File: src/rtl/core/adm_pkg.sv
// shared constants, types and controller states for the mono downmix and level meter
// no dependencies; compile first

package adm_pkg;

	// field widths
	localparam int SAMPLE_W = 24;
	localparam int PCM_W    = 16;
	localparam int LEVEL_W  = 17;
	localparam int CC_W     = 4;

	// internal widths
	localparam int POS_W   = 3;
	localparam int FSUM_W  = 27;
	localparam int MAG_W   = 24;
	localparam int PROD_W  = 2 * MAG_W;
	localparam int MCNT_W  = 5;
	localparam int SQACC_W = 58;
	localparam int FCNT_W  = 11;
	localparam int OPND_W  = 64;
	localparam int STEP_W  = 7;
	localparam int DVSR_W  = 11;
	localparam int ROOT_W  = 29;
	localparam int ROOT2_W = 21;
	localparam int SREM_W  = 32;

	// limits and fixed-point constants
	localparam int MAX_CHANNELS     = 8;
	localparam int MAX_BLOCK_FRAMES = 1024;
	localparam int ONE_Q20          = 1 << 20;
	localparam int LEVEL_MAX        = 65536;
	localparam int LEVEL_DIV        = 5;

	// step counts of the serial units
	localparam int MONO_STEPS  = FSUM_W;
	localparam int MEAN_STEPS  = SQACC_W;
	localparam int RMS_STEPS   = ROOT_W;
	localparam int ROOT_STEPS  = ROOT2_W;
	localparam int SCALE_STEPS = ROOT2_W + 3;

	// start command and status of a serial unit
	typedef struct packed {
		logic              start;
		logic [STEP_W-1:0] steps;
	} unit_cmd_t;

	typedef struct packed {
		logic busy;
		logic done;
	} unit_sts_t;

	// controller states
	typedef enum logic [3:0] {
		ST_IDLE,
		ST_MONO_GO,
		ST_MONO_WAIT,
		ST_SQ,
		ST_ACC,
		ST_MEAN_GO,
		ST_MEAN_WAIT,
		ST_RMS_GO,
		ST_RMS_WAIT,
		ST_ROOT_GO,
		ST_ROOT_WAIT,
		ST_SCALE_GO,
		ST_SCALE_WAIT,
		ST_PUSH
	} state_t;

endpackage

File: src/rtl/core/adm_ifs.sv
// valid/ready channel interfaces: sample input, result output, register write
// depends on adm_pkg for field widths

interface adm_in_if;
	logic                        valid;
	logic                        ready;
	logic [adm_pkg::SAMPLE_W-1:0] sample;
	logic                        block_end;

	modport source (output valid, output sample, output block_end, input ready);
	modport sink (input valid, input sample, input block_end, output ready);
endinterface

interface adm_out_if;
	logic                       valid;
	logic                       ready;
	logic [adm_pkg::PCM_W-1:0]   pcm_sample;
	logic [adm_pkg::LEVEL_W-1:0] level;
	logic                       level_valid;

	modport source (output valid, output pcm_sample, output level, output level_valid,
		input ready);
	modport sink (input valid, input pcm_sample, input level, input level_valid,
		output ready);
endinterface

interface adm_cfg_if;
	logic                    valid;
	logic                    ready;
	logic [adm_pkg::CC_W-1:0] data;

	modport source (output valid, output data, input ready);
	modport sink (input valid, input data, output ready);
endinterface

File: src/rtl/core/adm_div.sv
// bit-serial restoring divider, one quotient bit per cycle
// dividend is loaded left-aligned; after N steps the quotient sits in the low N bits
// depends on adm_pkg

module adm_div (
	input  logic                      clk,
	input  logic                      arst_n,
	input  adm_pkg::unit_cmd_t        cmd,
	input  logic [adm_pkg::OPND_W-1:0] dividend,
	input  logic [adm_pkg::DVSR_W-1:0] divisor,
	output adm_pkg::unit_sts_t        sts,
	output logic [adm_pkg::OPND_W-1:0] quotient
);
	import adm_pkg::*;

	logic [STEP_W-1:0] cnt_q;
	logic              done_q;
	logic [OPND_W-1:0] quo_q;
	logic [DVSR_W-1:0] rem_q;
	logic [DVSR_W-1:0] dvsr_q;
	logic [DVSR_W:0]   part;
	logic [DVSR_W:0]   diff;
	logic              ge;

	// trial subtract of the divisor from the shifted remainder
	assign part = {rem_q, quo_q[OPND_W-1]};
	assign ge   = part >= {1'b0, dvsr_q};
	assign diff = part - {1'b0, dvsr_q};

	// step counter
	always_ff @(posedge clk or negedge arst_n) begin
		if (!arst_n) begin
			cnt_q  <= '0;
			done_q <= 1'b0;
		end else if (cmd.start) begin
			cnt_q  <= cmd.steps;
			done_q <= 1'b0;
		end else if (cnt_q != '0) begin
			cnt_q  <= cnt_q - 1'b1;
			done_q <= (cnt_q == STEP_W'(1));
		end else begin
			done_q <= 1'b0;
		end
	end

	// remainder and quotient shift registers
	always_ff @(posedge clk) begin
		if (cmd.start) begin
			quo_q  <= dividend;
			rem_q  <= '0;
			dvsr_q <= divisor;
		end else if (cnt_q != '0) begin
			rem_q <= ge ? diff[DVSR_W-1:0] : part[DVSR_W-1:0];
			quo_q <= {quo_q[OPND_W-2:0], ge};
		end
	end

	assign sts.busy = (cnt_q != '0);
	assign sts.done = done_q;
	assign quotient = quo_q;

endmodule

File: src/rtl/core/adm_sqrt.sv
// digit-serial integer square root, one root bit (two radicand bits) per cycle
// radicand is loaded left-aligned; result is floor(sqrt) of the top 2N bits
// depends on adm_pkg

module adm_sqrt (
	input  logic                      clk,
	input  logic                      arst_n,
	input  adm_pkg::unit_cmd_t        cmd,
	input  logic [adm_pkg::OPND_W-1:0] radicand,
	output adm_pkg::unit_sts_t        sts,
	output logic [adm_pkg::ROOT_W-1:0] root
);
	import adm_pkg::*;

	logic [STEP_W-1:0] cnt_q;
	logic              done_q;
	logic [OPND_W-1:0] v_q;
	logic [SREM_W-1:0] r_q;
	logic [ROOT_W-1:0] q_q;
	logic [SREM_W+1:0] part;
	logic [SREM_W+1:0] trial;
	logic [SREM_W+1:0] diff;
	logic              ge;

	// bring down two bits and try root*4 + 1
	assign part  = {r_q, v_q[OPND_W-1 -: 2]};
	assign trial = {{(SREM_W - ROOT_W){1'b0}}, q_q, 2'b01};
	assign ge    = part >= trial;
	assign diff  = part - trial;

	// step counter
	always_ff @(posedge clk or negedge arst_n) begin
		if (!arst_n) begin
			cnt_q  <= '0;
			done_q <= 1'b0;
		end else if (cmd.start) begin
			cnt_q  <= cmd.steps;
			done_q <= 1'b0;
		end else if (cnt_q != '0) begin
			cnt_q  <= cnt_q - 1'b1;
			done_q <= (cnt_q == STEP_W'(1));
		end else begin
			done_q <= 1'b0;
		end
	end

	// radicand, remainder and root shift registers
	always_ff @(posedge clk) begin
		if (cmd.start) begin
			v_q <= radicand;
			r_q <= '0;
			q_q <= '0;
		end else if (cnt_q != '0) begin
			v_q <= {v_q[OPND_W-3:0], 2'b00};
			r_q <= ge ? diff[SREM_W-1:0] : part[SREM_W-1:0];
			q_q <= {q_q[ROOT_W-2:0], ge};
		end
	end

	assign sts.busy = (cnt_q != '0);
	assign sts.done = done_q;
	assign root     = q_q;

endmodule

File: src/rtl/core/audio_downmix_pcm16_level_meter.sv
// top level: multichannel downmix to pcm16 with block level meter
// depends on adm_pkg, adm_ifs, adm_div and adm_sqrt
//
// Usage: interleaved Q3.20 channel samples enter on din, one transaction per
// sample. A sample that does not close a frame is summed in the cycle it is
// taken and din is ready again on the next cycle. The sample that closes a
// frame starts a serial run: a 27-step divide by the channel count, a 24-step
// shift-add square and the accumulate; the result is then offered on dout.
// With block_end set on that sample the level follows from a 58-step divide
// by the frame count, square roots of 29 and 21 steps and a 24-step divide
// by five. The shared serial divider and the square root unit set these
// figures. din stays low-ready during that run. dout is a register: one result
// may wait there while the next frame is gathered; a stalled dout holds the
// next result in the controller and din stays low-ready until the slot frees.
// cfg is always ready; writing the channel count drops any partly gathered
// frame. Reset clears the frame and block sums, sets the channel count to one
// and empties dout.

module audio_downmix_pcm16_level_meter (
	input  logic      clk,
	input  logic      arst_n,
	adm_in_if.sink    din,
	adm_out_if.source dout,
	adm_cfg_if.sink   cfg
);
	import adm_pkg::*;

	state_t state_q, state_d;

	logic [CC_W-1:0]    cc_q;
	logic [CC_W-1:0]    cc_eff;
	logic [FSUM_W-1:0]  frame_sum_q;
	logic [POS_W-1:0]   pos_q;
	logic [FSUM_W-1:0]  msum_q;
	logic               end_q;
	logic [MAG_W-1:0]   mag_q;
	logic [PROD_W-1:0]  prod_q;
	logic [MCNT_W-1:0]  mcnt_q;
	logic [SQACC_W-1:0] acc_q;
	logic [FCNT_W-1:0]  fcnt_q;
	logic [PCM_W-1:0]   pcm_q;
	logic [LEVEL_W-1:0] level_q;
	logic               lvalid_q;
	logic               ovalid_q;
	logic [PCM_W-1:0]   opcm_q;
	logic [LEVEL_W-1:0] olevel_q;
	logic               olvalid_q;

	logic               accept;
	logic               cfg_wr;
	logic               frame_done;
	logic [FSUM_W-1:0]  sum_next;
	logic [FSUM_W-1:0]  msum_mag;
	logic               push;
	logic [MAG_W:0]     mul_sum;
	logic [20:0]        cmag;
	logic [21:0]        cval;
	logic [36:0]        scaled;
	logic               blk_full;

	unit_cmd_t          div_cmd;
	unit_sts_t          div_sts;
	logic [OPND_W-1:0]  div_opnd;
	logic [DVSR_W-1:0]  div_dvsr;
	logic [OPND_W-1:0]  div_quo;
	unit_cmd_t          sqrt_cmd;
	unit_sts_t          sqrt_sts;
	logic [OPND_W-1:0]  sqrt_opnd;
	logic [ROOT_W-1:0]  sqrt_root;

	// serial units
	adm_div u_div (
		.clk      (clk),
		.arst_n   (arst_n),
		.cmd      (div_cmd),
		.dividend (div_opnd),
		.divisor  (div_dvsr),
		.sts      (div_sts),
		.quotient (div_quo)
	);

	adm_sqrt u_sqrt (
		.clk      (clk),
		.arst_n   (arst_n),
		.cmd      (sqrt_cmd),
		.radicand (sqrt_opnd),
		.sts      (sqrt_sts),
		.root     (sqrt_root)
	);

	// handshakes
	assign din.ready = (state_q == ST_IDLE);
	assign accept    = din.valid && din.ready;
	assign cfg.ready = 1'b1;
	assign cfg_wr    = cfg.valid && cfg.ready;
	assign push      = (state_q == ST_PUSH) && (!ovalid_q || dout.ready);

	// effective channel count: zero acts as one, clipped to the maximum
	always_comb begin
		if (cc_q == '0) begin
			cc_eff = CC_W'(1);
		end else if (cc_q > CC_W'(MAX_CHANNELS)) begin
			cc_eff = CC_W'(MAX_CHANNELS);
		end else begin
			cc_eff = cc_q;
		end
	end

	// frame gathering
	assign sum_next   = frame_sum_q + {{(FSUM_W - SAMPLE_W){din.sample[SAMPLE_W-1]}}, din.sample};
	assign frame_done = ({1'b0, pos_q} + CC_W'(1)) >= cc_eff;
	assign msum_mag   = msum_q[FSUM_W-1] ? (~msum_q + 1'b1) : msum_q;
	assign blk_full   = (fcnt_q >= FCNT_W'(MAX_BLOCK_FRAMES));

	// serial square step: add multiplicand into upper half on a set bit
	assign mul_sum = {1'b0, prod_q[PROD_W-1:MAG_W]} + (prod_q[0] ? {1'b0, mag_q} : '0);

	// clamp to +-1.0, scale by 32767 and round half up
	assign cmag   = (mag_q > MAG_W'(ONE_Q20)) ? 21'(ONE_Q20) : mag_q[20:0];
	assign cval   = msum_q[FSUM_W-1] ? (22'(0) - {1'b0, cmag}) : {1'b0, cmag};
	assign scaled = {cval, 15'b0} - {{15{cval[21]}}, cval} + 37'(ONE_Q20 / 2);

	// register write and configuration
	always_ff @(posedge clk or negedge arst_n) begin
		if (!arst_n) begin
			cc_q <= CC_W'(1);
		end else if (cfg_wr) begin
			cc_q <= cfg.data;
		end
	end

	// frame sum and channel position
	always_ff @(posedge clk or negedge arst_n) begin
		if (!arst_n) begin
			frame_sum_q <= '0;
			pos_q       <= '0;
		end else if (cfg_wr) begin
			frame_sum_q <= '0;
			pos_q       <= '0;
		end else if (accept) begin
			if (frame_done) begin
				frame_sum_q <= '0;
				pos_q       <= '0;
			end else begin
				frame_sum_q <= sum_next;
				pos_q       <= pos_q + 1'b1;
			end
		end
	end

	// state register
	always_ff @(posedge clk or negedge arst_n) begin
		if (!arst_n) begin
			state_q <= ST_IDLE;
		end else begin
			state_q <= state_d;
		end
	end

	// next state and unit commands
	always_comb begin
		state_d   = state_q;
		div_cmd   = '0;
		div_opnd  = '0;
		div_dvsr  = '0;
		sqrt_cmd  = '0;
		sqrt_opnd = '0;
		unique case (state_q)
			ST_IDLE: begin
				if (accept && frame_done) begin
					state_d = ST_MONO_GO;
				end
			end
			ST_MONO_GO: begin
				div_cmd.start = 1'b1;
				div_cmd.steps = STEP_W'(MONO_STEPS);
				div_opnd      = {msum_mag, {(OPND_W - FSUM_W){1'b0}}};
				div_dvsr      = {{(DVSR_W - CC_W){1'b0}}, cc_eff};
				state_d       = ST_MONO_WAIT;
			end
			ST_MONO_WAIT: begin
				if (div_sts.done) begin
					state_d = ST_SQ;
				end
			end
			ST_SQ: begin
				if (mcnt_q == MCNT_W'(1)) begin
					state_d = ST_ACC;
				end
			end
			ST_ACC: begin
				state_d = end_q ? ST_MEAN_GO : ST_PUSH;
			end
			ST_MEAN_GO: begin
				div_cmd.start = 1'b1;
				div_cmd.steps = STEP_W'(MEAN_STEPS);
				div_opnd      = {acc_q, {(OPND_W - SQACC_W){1'b0}}};
				div_dvsr      = fcnt_q;
				state_d       = ST_MEAN_WAIT;
			end
			ST_MEAN_WAIT: begin
				if (div_sts.done) begin
					state_d = ST_RMS_GO;
				end
			end
			ST_RMS_GO: begin
				sqrt_cmd.start = 1'b1;
				sqrt_cmd.steps = STEP_W'(RMS_STEPS);
				sqrt_opnd      = {div_quo[SQACC_W-1:0], {(OPND_W - SQACC_W){1'b0}}};
				state_d        = ST_RMS_WAIT;
			end
			ST_RMS_WAIT: begin
				if (sqrt_sts.done) begin
					state_d = ST_ROOT_GO;
				end
			end
			ST_ROOT_GO: begin
				// rms * 2^12 placed in the top 42 bits
				sqrt_cmd.start = 1'b1;
				sqrt_cmd.steps = STEP_W'(ROOT_STEPS);
				sqrt_opnd      = {1'b0, sqrt_root, {(OPND_W - ROOT_W - 1){1'b0}}};
				state_d        = ST_ROOT_WAIT;
			end
			ST_ROOT_WAIT: begin
				if (sqrt_sts.done) begin
					state_d = ST_SCALE_GO;
				end
			end
			ST_SCALE_GO: begin
				// root * 8 divided by five
				div_cmd.start = 1'b1;
				div_cmd.steps = STEP_W'(SCALE_STEPS);
				div_opnd      = {sqrt_root[ROOT2_W-1:0], 3'b000,
					{(OPND_W - SCALE_STEPS){1'b0}}};
				div_dvsr      = DVSR_W'(LEVEL_DIV);
				state_d       = ST_SCALE_WAIT;
			end
			ST_SCALE_WAIT: begin
				if (div_sts.done) begin
					state_d = ST_PUSH;
				end
			end
			ST_PUSH: begin
				if (push) begin
					state_d = ST_IDLE;
				end
			end
			default: begin
				state_d = ST_IDLE;
			end
		endcase
	end

	// captured frame and block flag
	always_ff @(posedge clk) begin
		if (accept && frame_done) begin
			msum_q <= sum_next;
			end_q  <= din.block_end;
		end
	end

	// mono magnitude and serial square
	always_ff @(posedge clk or negedge arst_n) begin
		if (!arst_n) begin
			mcnt_q <= '0;
		end else if (state_q == ST_MONO_WAIT && div_sts.done) begin
			mcnt_q <= MCNT_W'(MAG_W);
		end else if (state_q == ST_SQ) begin
			mcnt_q <= mcnt_q - 1'b1;
		end
	end

	always_ff @(posedge clk) begin
		if (state_q == ST_MONO_WAIT && div_sts.done) begin
			mag_q  <= div_quo[MAG_W-1:0];
			prod_q <= {{MAG_W{1'b0}}, div_quo[MAG_W-1:0]};
		end else if (state_q == ST_SQ) begin
			prod_q <= {mul_sum, prod_q[MAG_W-1:1]};
		end
	end

	// pcm value from the clamped mono sample
	always_ff @(posedge clk) begin
		if (state_q == ST_ACC) begin
			pcm_q <= scaled[35:20];
		end
	end

	// square sum and frame count of the running block
	always_ff @(posedge clk or negedge arst_n) begin
		if (!arst_n) begin
			acc_q  <= '0;
			fcnt_q <= '0;
		end else if (state_q == ST_ACC && !blk_full) begin
			acc_q  <= acc_q + {{(SQACC_W - PROD_W){1'b0}}, prod_q};
			fcnt_q <= fcnt_q + 1'b1;
		end else if (state_q == ST_SCALE_WAIT && div_sts.done) begin
			acc_q  <= '0;
			fcnt_q <= '0;
		end
	end

	// level of the closed block
	always_ff @(posedge clk) begin
		if (state_q == ST_ACC) begin
			level_q  <= '0;
			lvalid_q <= 1'b0;
		end else if (state_q == ST_SCALE_WAIT && div_sts.done) begin
			level_q  <= (div_quo[SCALE_STEPS-1:0] > SCALE_STEPS'(LEVEL_MAX)) ?
				LEVEL_W'(LEVEL_MAX) : div_quo[LEVEL_W-1:0];
			lvalid_q <= 1'b1;
		end
	end

	// output register
	always_ff @(posedge clk or negedge arst_n) begin
		if (!arst_n) begin
			ovalid_q <= 1'b0;
		end else if (push) begin
			ovalid_q <= 1'b1;
		end else if (dout.ready) begin
			ovalid_q <= 1'b0;
		end
	end

	always_ff @(posedge clk) begin
		if (push) begin
			opcm_q    <= pcm_q;
			olevel_q  <= level_q;
			olvalid_q <= lvalid_q;
		end
	end

	assign dout.valid       = ovalid_q;
	assign dout.pcm_sample  = opcm_q;
	assign dout.level       = olevel_q;
	assign dout.level_valid = olvalid_q;

`ifndef SYNTHESIS
	// channel position stays inside the frame
	a_pos_range: assert property (@(posedge clk) disable iff (!arst_n)
		{1'b0, pos_q} < cc_eff)
		else $error("channel position beyond channel count");

	// block frame count never passes the cap
	a_fcnt_cap: assert property (@(posedge clk) disable iff (!arst_n)
		fcnt_q <= FCNT_W'(MAX_BLOCK_FRAMES))
		else $error("frame count above block limit");

	// the serial units never run at once
	a_units_excl: assert property (@(posedge clk) disable iff (!arst_n)
		!(div_sts.busy && sqrt_sts.busy))
		else $error("divider and square root busy together");

	// a result without a closed block carries a zero level, and level is capped
	a_level_ok: assert property (@(posedge clk) disable iff (!arst_n)
		dout.valid |-> (dout.level <= LEVEL_W'(LEVEL_MAX))
			&& (dout.level_valid || dout.level == '0))
		else $error("bad level on result");

	// input is held off while a frame result is in flight
	a_busy_hold: assert property (@(posedge clk) disable iff (!arst_n)
		accept && frame_done |=> !din.ready)
		else $error("input taken during frame processing");
`endif

endmodule

File: src/flat_wrapper.sv
// flat-port wrapper written by rule: the top's interface ports become plain ports
module audio_downmix_pcm16_level_meter_flat import adm_pkg::*;
  (clk, arst_n, din_valid, din_sample, din_block_end, din_ready, dout_valid, dout_pcm_sample, dout_level, dout_level_valid, dout_ready, cfg_valid, cfg_data, cfg_ready);
  adm_in_if din_i ();
  adm_out_if dout_i ();
  adm_cfg_if cfg_i ();
  input  logic clk;
  input  logic arst_n;
  input wire logic [$bits(din_i.valid)-1:0] din_valid;
  input wire logic [$bits(din_i.sample)-1:0] din_sample;
  input wire logic [$bits(din_i.block_end)-1:0] din_block_end;
  output wire logic [$bits(din_i.ready)-1:0] din_ready;
  output wire logic [$bits(dout_i.valid)-1:0] dout_valid;
  output wire logic [$bits(dout_i.pcm_sample)-1:0] dout_pcm_sample;
  output wire logic [$bits(dout_i.level)-1:0] dout_level;
  output wire logic [$bits(dout_i.level_valid)-1:0] dout_level_valid;
  input wire logic [$bits(dout_i.ready)-1:0] dout_ready;
  input wire logic [$bits(cfg_i.valid)-1:0] cfg_valid;
  input wire logic [$bits(cfg_i.data)-1:0] cfg_data;
  output wire logic [$bits(cfg_i.ready)-1:0] cfg_ready;
  assign din_i.valid = din_valid;
  assign din_i.sample = din_sample;
  assign din_i.block_end = din_block_end;
  assign din_ready = din_i.ready;
  assign dout_valid = dout_i.valid;
  assign dout_pcm_sample = dout_i.pcm_sample;
  assign dout_level = dout_i.level;
  assign dout_level_valid = dout_i.level_valid;
  assign dout_i.ready = dout_ready;
  assign cfg_i.valid = cfg_valid;
  assign cfg_i.data = cfg_data;
  assign cfg_ready = cfg_i.ready;
  audio_downmix_pcm16_level_meter u_core (.clk(clk), .arst_n(arst_n), .din(din_i), .dout(dout_i), .cfg(cfg_i));
endmodule
File: config.mk
export PLATFORM = sky130hd
export DESIGN_NAME = audio_downmix_pcm16_level_meter_flat
export DESIGN_NICKNAME = d
export VERILOG_FILES = /design/src/rtl/core/adm_pkg.sv /design/src/rtl/core/adm_ifs.sv /design/src/rtl/core/adm_div.sv /design/src/rtl/core/adm_sqrt.sv /design/src/rtl/core/audio_downmix_pcm16_level_meter.sv /design/src/flat_wrapper.sv
export SDC_FILE = /design/constraint.sdc
export NUM_CORES = 1
export LEC_CHECK = 0
export BUFFER_PORTS_ARGS = -buffer_cell sky130_fd_sc_hd__buf_2
export CAP_MARGIN = 20
export CORE_UTILIZATION = 60
export DETAILED_ROUTE_END_ITERATION = 6
export PLACE_DENSITY = 0.77
export SETUP_SLACK_MARGIN = 0.15
export SKIP_CTS_REPAIR_TIMING = 1
export SLEW_MARGIN = 20
export SYNTH_ARGS = -nofsm -noshare
export SYNTH_HDL_FRONTEND = slang
export SYNTH_SLANG_ARGS = --single-unit
File: constraint.sdc
create_clock -name clk -period 6.13 [get_ports clk]
set_input_delay 0.3065 -clock clk [delete_from_list [all_inputs] [get_ports clk]]
set_output_delay 0.3065 -clock clk [all_outputs]
set_load 0.05 [all_outputs]
# Word level (Yosys, flattened, before mapping)
# Index checks and enable logic that the tools add are counted.
# totals
out_inout_bits,37
input_bits,34
ff_bits,508
# classes
n_addsub,15
reduce_logical,20
magnitude_cmp,7
n_mux,52
bitwise,1
eq_ne,24
# op_table
operator,count
2-to-1 mux 64 bit,4
case mux 64 bit (3 select lines),1
case mux 64 bit (2 select lines),1
2-to-1 mux 58 bit,2
2-to-1 mux 27 bit,4
2-to-1 mux 24 bit,3
adder 58 x 48 -> 58 bit,1
case mux 4 bit (14 select lines),1
2-to-1 mux 4 bit,11
adder 36 x 20 -> 36 bit (second input constant),1
subtractor 36 bit,1
>= comparator 34 x 31 -> 1 bit,1
2-to-1 mux 11 bit,3
case mux 11 bit (3 select lines),1
2-to-1 mux 32 bit,1
subtractor 32 x 31 -> 32 bit,1
2-to-1 mux 7 bit,4
adder 27 x 1 -> 27 bit (second input constant),1
adder 27 bit,1
inverter 27 bit,1
adder 24 x 24 -> 25 bit,1
== test 4 bit (second input constant),6
greater-than comparator 24 x 17 -> 1 bit (second input constant),1
greater-than comparator 24 x 21 -> 1 bit (second input constant),1
33 further kinds,66

# Longest topological paths before layout
# logic_depth
ltp_word,7
mapped_depth,26

# Modules after synthesis
# From an unflattened synthesis, not the netlist that was laid out.
# hier_totals
cells_unflattened,3166
hier_area_um2,30862.1
# by_module_without_submodules
mod,instances,area_each_um2,cells_each
audio_downmix_pcm16_level_meter,1,18948.2,2063
adm_sqrt,1,7284.5,757
adm_div,1,4629.4,346

# Worst setup path after synthesis
# OpenSTA, ideal clock, no wires.
# synth_path
kind,flip-flop to flip-flop
start,register u_core.mag_q[5]
end,"register u_core.pcm_q[15], data pin"
path_stages_with_launch,26
n_path_buf,1
slack_ns,0.549
t_arrival_ns,5.321
required_ns,5.870
setup_time_ns,0.260
cell_sequence,edfxtp_1 -> or4_4 -> or2_4 -> o31ai_4 -> and2_1 -> buf_2 -> nand2_1 -> ha_1 -> nor3b_1 -> a221oi_2 -> nor2_1 -> a21oi_1 -> o21ai_0 -> ha_1 -> ha_1 -> a21o_1 -> a21oi_1 -> o21bai_1 -> a21o_1 -> a21o_1 -> nor2_1 -> nand3_2 -> a311oi_2 -> o21bai_1 -> a21oi_2 -> xnor2_1
# synth_between
elab_chain_cells,6
# synth_lines
item,line_no,text
start: declaration,audio_downmix_pcm16_level_meter.sv:36,logic [MAG_W-1:0] mag_q;
start signal: assignment,audio_downmix_pcm16_level_meter.sv:275,mag_q <= div_quo[MAG_W-1:0];
greater-than comparator 24 x 21 -> 1 bit,audio_downmix_pcm16_level_meter.sv:119,assign cmag = (mag_q > MAG_W'(ONE_Q20)) ? 21'(ONE_Q20) : mag_q[20:0];
2-to-1 mux 21 bit (*),audio_downmix_pcm16_level_meter.sv:119,
subtractor 1 x 21 -> 22 bit,audio_downmix_pcm16_level_meter.sv:120,"assign cval = msum_q[FSUM_W-1] ? (22'(0) - {1'b0, cmag}) : {1'b0, cmag};"
2-to-1 mux 22 bit (*),audio_downmix_pcm16_level_meter.sv:120,
subtractor 36 bit (*),audio_downmix_pcm16_level_meter.sv:121,"assign scaled = {cval, 15'b0} - {{15{cval[21]}}, cval} + 37'(ONE_Q20 / 2);"
adder 36 x 20 -> 36 bit (*),audio_downmix_pcm16_level_meter.sv:121,
named net u_core.scaled[35],audio_downmix_pcm16_level_meter.sv:58,logic [36:0] scaled;
end signal: assignment,audio_downmix_pcm16_level_meter.sv:285,pcm_q <= scaled[35:20];
end: declaration,audio_downmix_pcm16_level_meter.sv:41,logic [PCM_W-1:0] pcm_q;
# Mark *: on every way through the listed nets, which the timed path passes. The rest lies on a longest branch.
# A chain may end at the register's enable or synchronous reset.

# Worst setup path after layout
# Same ends and word-level chain as after synthesis.

==> results.yml <==
status:
  outcome: "finished with violations"
  violations: "DRC"
synth:
  ys_ff_latch: 502
  syn_area_per_cell_um2: 9.788
  synth_mux_area_share_pct: 0.9930
  synth-xor-area-share_pct: 5.099
  synth_edf_count: 259
  synth_area_leader_cell: "edfxtp_1"
  synth_top_area_share_pct: 26.95
  ys_types: 86
  netlist_area_mm2: 0.02886
  synth_compound_area_share_pct: 21.06
  async_flop_share_pct: 25.70
  synthAdderAreaFrac_pct: 8.646
  synth_flop_cell: "edfxtp_1"
  synth_top_family_by_area: "compound AO/OA/AOI/OAI gates"
  synth_seq_area_share_pct: 46.05
  yosys_warnings: 0
  syn-num-nets: 3179
  synthCells: 2948
  synth-simple-area-share_pct: 14.75
  synth_area_leaders: "edfxtp_1 27%, dfrtp_1 11%, ha_1 8.4%"
die:
  die_y_um: 221.3
  die_area_mm2: 0.04897
  die_w_um: 221.3
  core_area_mm2: 0.04695
  rows: 79
  start_util_pct: 61.46
  num_io_pins: 71
sta:
  report.final.slew_viol_count: 0
  slew_headroom_pct: 27.34
  finalHoldViolations: 0
  setup_viol: 0
  clock_skew_ns: 0.02629
  worstMarginPinSlew_ns: 1.062
  tns_ns: 0
  fin_crit_ns: 5.700
  max_freq_ghz: 0.1754
  rsz0062_at_grt: "true"
  fin_crit_sh_pct: 92.99
drt:
  drt_iter0_drc: 2560
  via_count: 23590
  ant_nets: 0
  drc: 4
  drt_wl_total_um: 75590
  dr.pass1.iters: 7
  wl_per_cell_um: 20.71
  vias_per_cell: 6.466
clocking:
  htreeDepth: 2
  cts_inserted_buffers: 55
  cts_tree: "yes"
  path_clk_slew_ns: 0.06
  clockBufferDepth: 3
  clkLatencyLatePin_ns: 0.62
  cts_root_buffer: "clkbuf_16"
  cts.sinks: 502
setup_path:
  crit_buf_inv: 1
  path_delay_family: "compound AO/OA/AOI/OAI gates"
  endpoint_kind: "flop"
  cp_cell_sequence: "or4_4, or2_4, o31ai_4, and2_1, nand2_1, ha_2, nor3b_1, a221oi_2, buf_4, a21oi_1, o21ai_0, ha_1, ha_1, a21o_1, a21oi_2, o21bai_1, a21o_1, a21o_1, nor2_2, nand3_2, a311oi_2, o21bai_2, a21oi_2, xnor2_1"
  slowest_delay_ns: 0.60
  start_kind: "flop"
  crit_required_ns: 6.48
  arrival_ns: 6.05
  critical_path.most_common_cell: "a21o_1"
  path_max_fanout: 7
  cp.depth: 24
  reg2reg_depth: 24
  cp_slowest_cell: "or4_4"
  crit_type: "reg -> reg"
grt:
  track_usage_pct: 30.36
  grt_max_degree: 82
  antenna_found_initial: 0
  grt_overflow_total: 0
  grt_pass1_wl_um: 120600
  grt_pass1_vias: 22570
power:
  p_switching_uw: 5952
  intPower_uw: 9317
  total_power_uw: 15270
  max-vdd-ir-drop_v: 0.0003427
  seqPwrFrac_pct: 36.7
  p_sw_share_pct: 38.98
  comb_power_share_pct: 40.7
  power.leakage_uw: 0.01393
  p_per_area_mw_per_mm2: 479.1
  p_clk_share_pct: 22.5
finish:
  utilization_pct: 67.88
  nNetsFinal: 3226
  n_antenna_cell: 0
  drive_above_1_share_pct: 8.711
  areaGrowthSynthToFinish_pct: 10.45
worst_hold_path:
  holdPathStages: 2
  hold_path.class: "in -> reg"
placement:
  io_buffers: 69
  place_hpwl_um: 52720
  place_congestion: 0.9329
job:
  drv_cap: 0
==> worst paths after layout <==
kind,from,slack [ns],to
max in group asynchronous,arst_n,4.56,u_core.mcnt_q[3]
worst min register to register,u_core.pcm_q[1],0.42,u_core.dout.pcm_sample[1]
min in group asynchronous,arst_n,0.35,u_core.frame_sum_q[8]
worst max register to register,u_core.mag_q[5],0.43,u_core.pcm_q[15]
worst min-delay path,cfg_valid,0.02,u_core.cc_q[3]
worst max-delay path,u_core.mag_q[5],0.43,u_core.pcm_q[15]
==> metrics by stage <==
stage / worst slack [ns] / instance area [um^2] / cells / hold WS, ns
finish: 0.4295 / 31870 / 3649 / 0.01812
global route: 0.09183 / 31870 / 3649 / 0.01684
CTS: 0.1347 / 31720 / 3634 / -0.2047
detailed placement: 0.1754 / 29840 / 3530 / 0.4045
global placement: 0.3668 / 29840 / 3530 / 0.4013
floorplan: 0.5488 / 28860 / 2948 / 0.01091
==> power groups by stage <==
stage,Clock (uW),Combinational (uW),Sequential (uW)
floorplan,0,4830,5250
global placement,0,5830,5590
detailed placement,0,6050,5620
CTS,3480,6110,5570
global route,3610,6900,5680
finish,3440,6220,5600
==> cells in the mapped netlist, types with 23 or more instances <==
master / count
a21o_1: 96
a21oi_1: 207
a221o_1: 37
a22o_1: 96
a31oi_1: 25
and2_1: 44
and3_1: 33
clkbuf_1: 123
dfrtp_1: 128
dfxtp_1: 114
edfxtp_1: 259
ha_1: 193
inv_1: 118
mux2i_1: 23
nand2_1: 326
nand2b_1: 30
nand3_1: 74
nor2_1: 174
nor2b_1: 24
nor3_1: 84
o21ai_0: 200
o21bai_1: 24
o31ai_1: 24
xnor2_1: 80
xor2_1: 88
==> kinds of logic after synthesis <==
kind of cell               Yosys count
AOI/OAI and AO/OA                  896
xor gates and xnor gates           168
adders and majority gates          197
buffers and inverters              258
DFF                                502
muxes                               28
other                                1
and+or+nand+nor                    898
==> routing by layer <==
| metal | vias to the layer above | track usage (%) | wire (um) |
|---|---|---|---|
| met1 | 11470 | 43.00 | 33490 |
| met5 | - | 0 | 0 |
| met3 | 138 | 4.979 | 5715 |
| met2 | 939 | 48.46 | 34720 |
| li1 | 11050 | - | - |
| met4 | 0 | 7.895 | 1662 |
==> sequential cells by signal (all words and copies together) (netlist names), 11 cells and up <==
signal,count
u_core.dout.level,17
u_core.u_sqrt.v_q,58
u_core.acc_q,58
u_core.frame_sum_q,27
u_core.u_div.dvsr_q,11
u_core.level_q,17
u_core.pcm_q,16
u_core.fcnt_q,11
u_core.mag_q,24
u_core.dout.pcm_sample,16
u_core.u_div.quotient,64
u_core.u_sqrt.r_q,32
u_core.u_div.rem_q,11
u_core.msum_q,27
u_core.prod_q,48
u_core.u_sqrt.root,29
==> layout by cell type, fill, tap and decap left out, drive strengths merged, types with 114 or more instances in the layout <==
cell type / Yosys / layout
dfrtp: 128 / 128
a21oi: 210 / 210
edfxtp: 259 / 259
buf: 14 / 121
nand2: 326 / 326
inv: 119 / 122
nor2: 174 / 174
o21ai: 202 / 202
ha: 193 / 193
dfxtp: 114 / 114
==> cell type report <==
class / instances / area, um^2
fillers: 3577 / 15080
inverters: 121 / 454.2
repair buffers: 127 / 805.8
well taps: 607 / 759.5
multi-input cells: 2188 / 14680
clock buffers: 68 / 1519
flip-flops and latches: 502 / 13290
clock inverters: 36 / 360.3
Note: power is estimated with default switching activity, not from simulation.
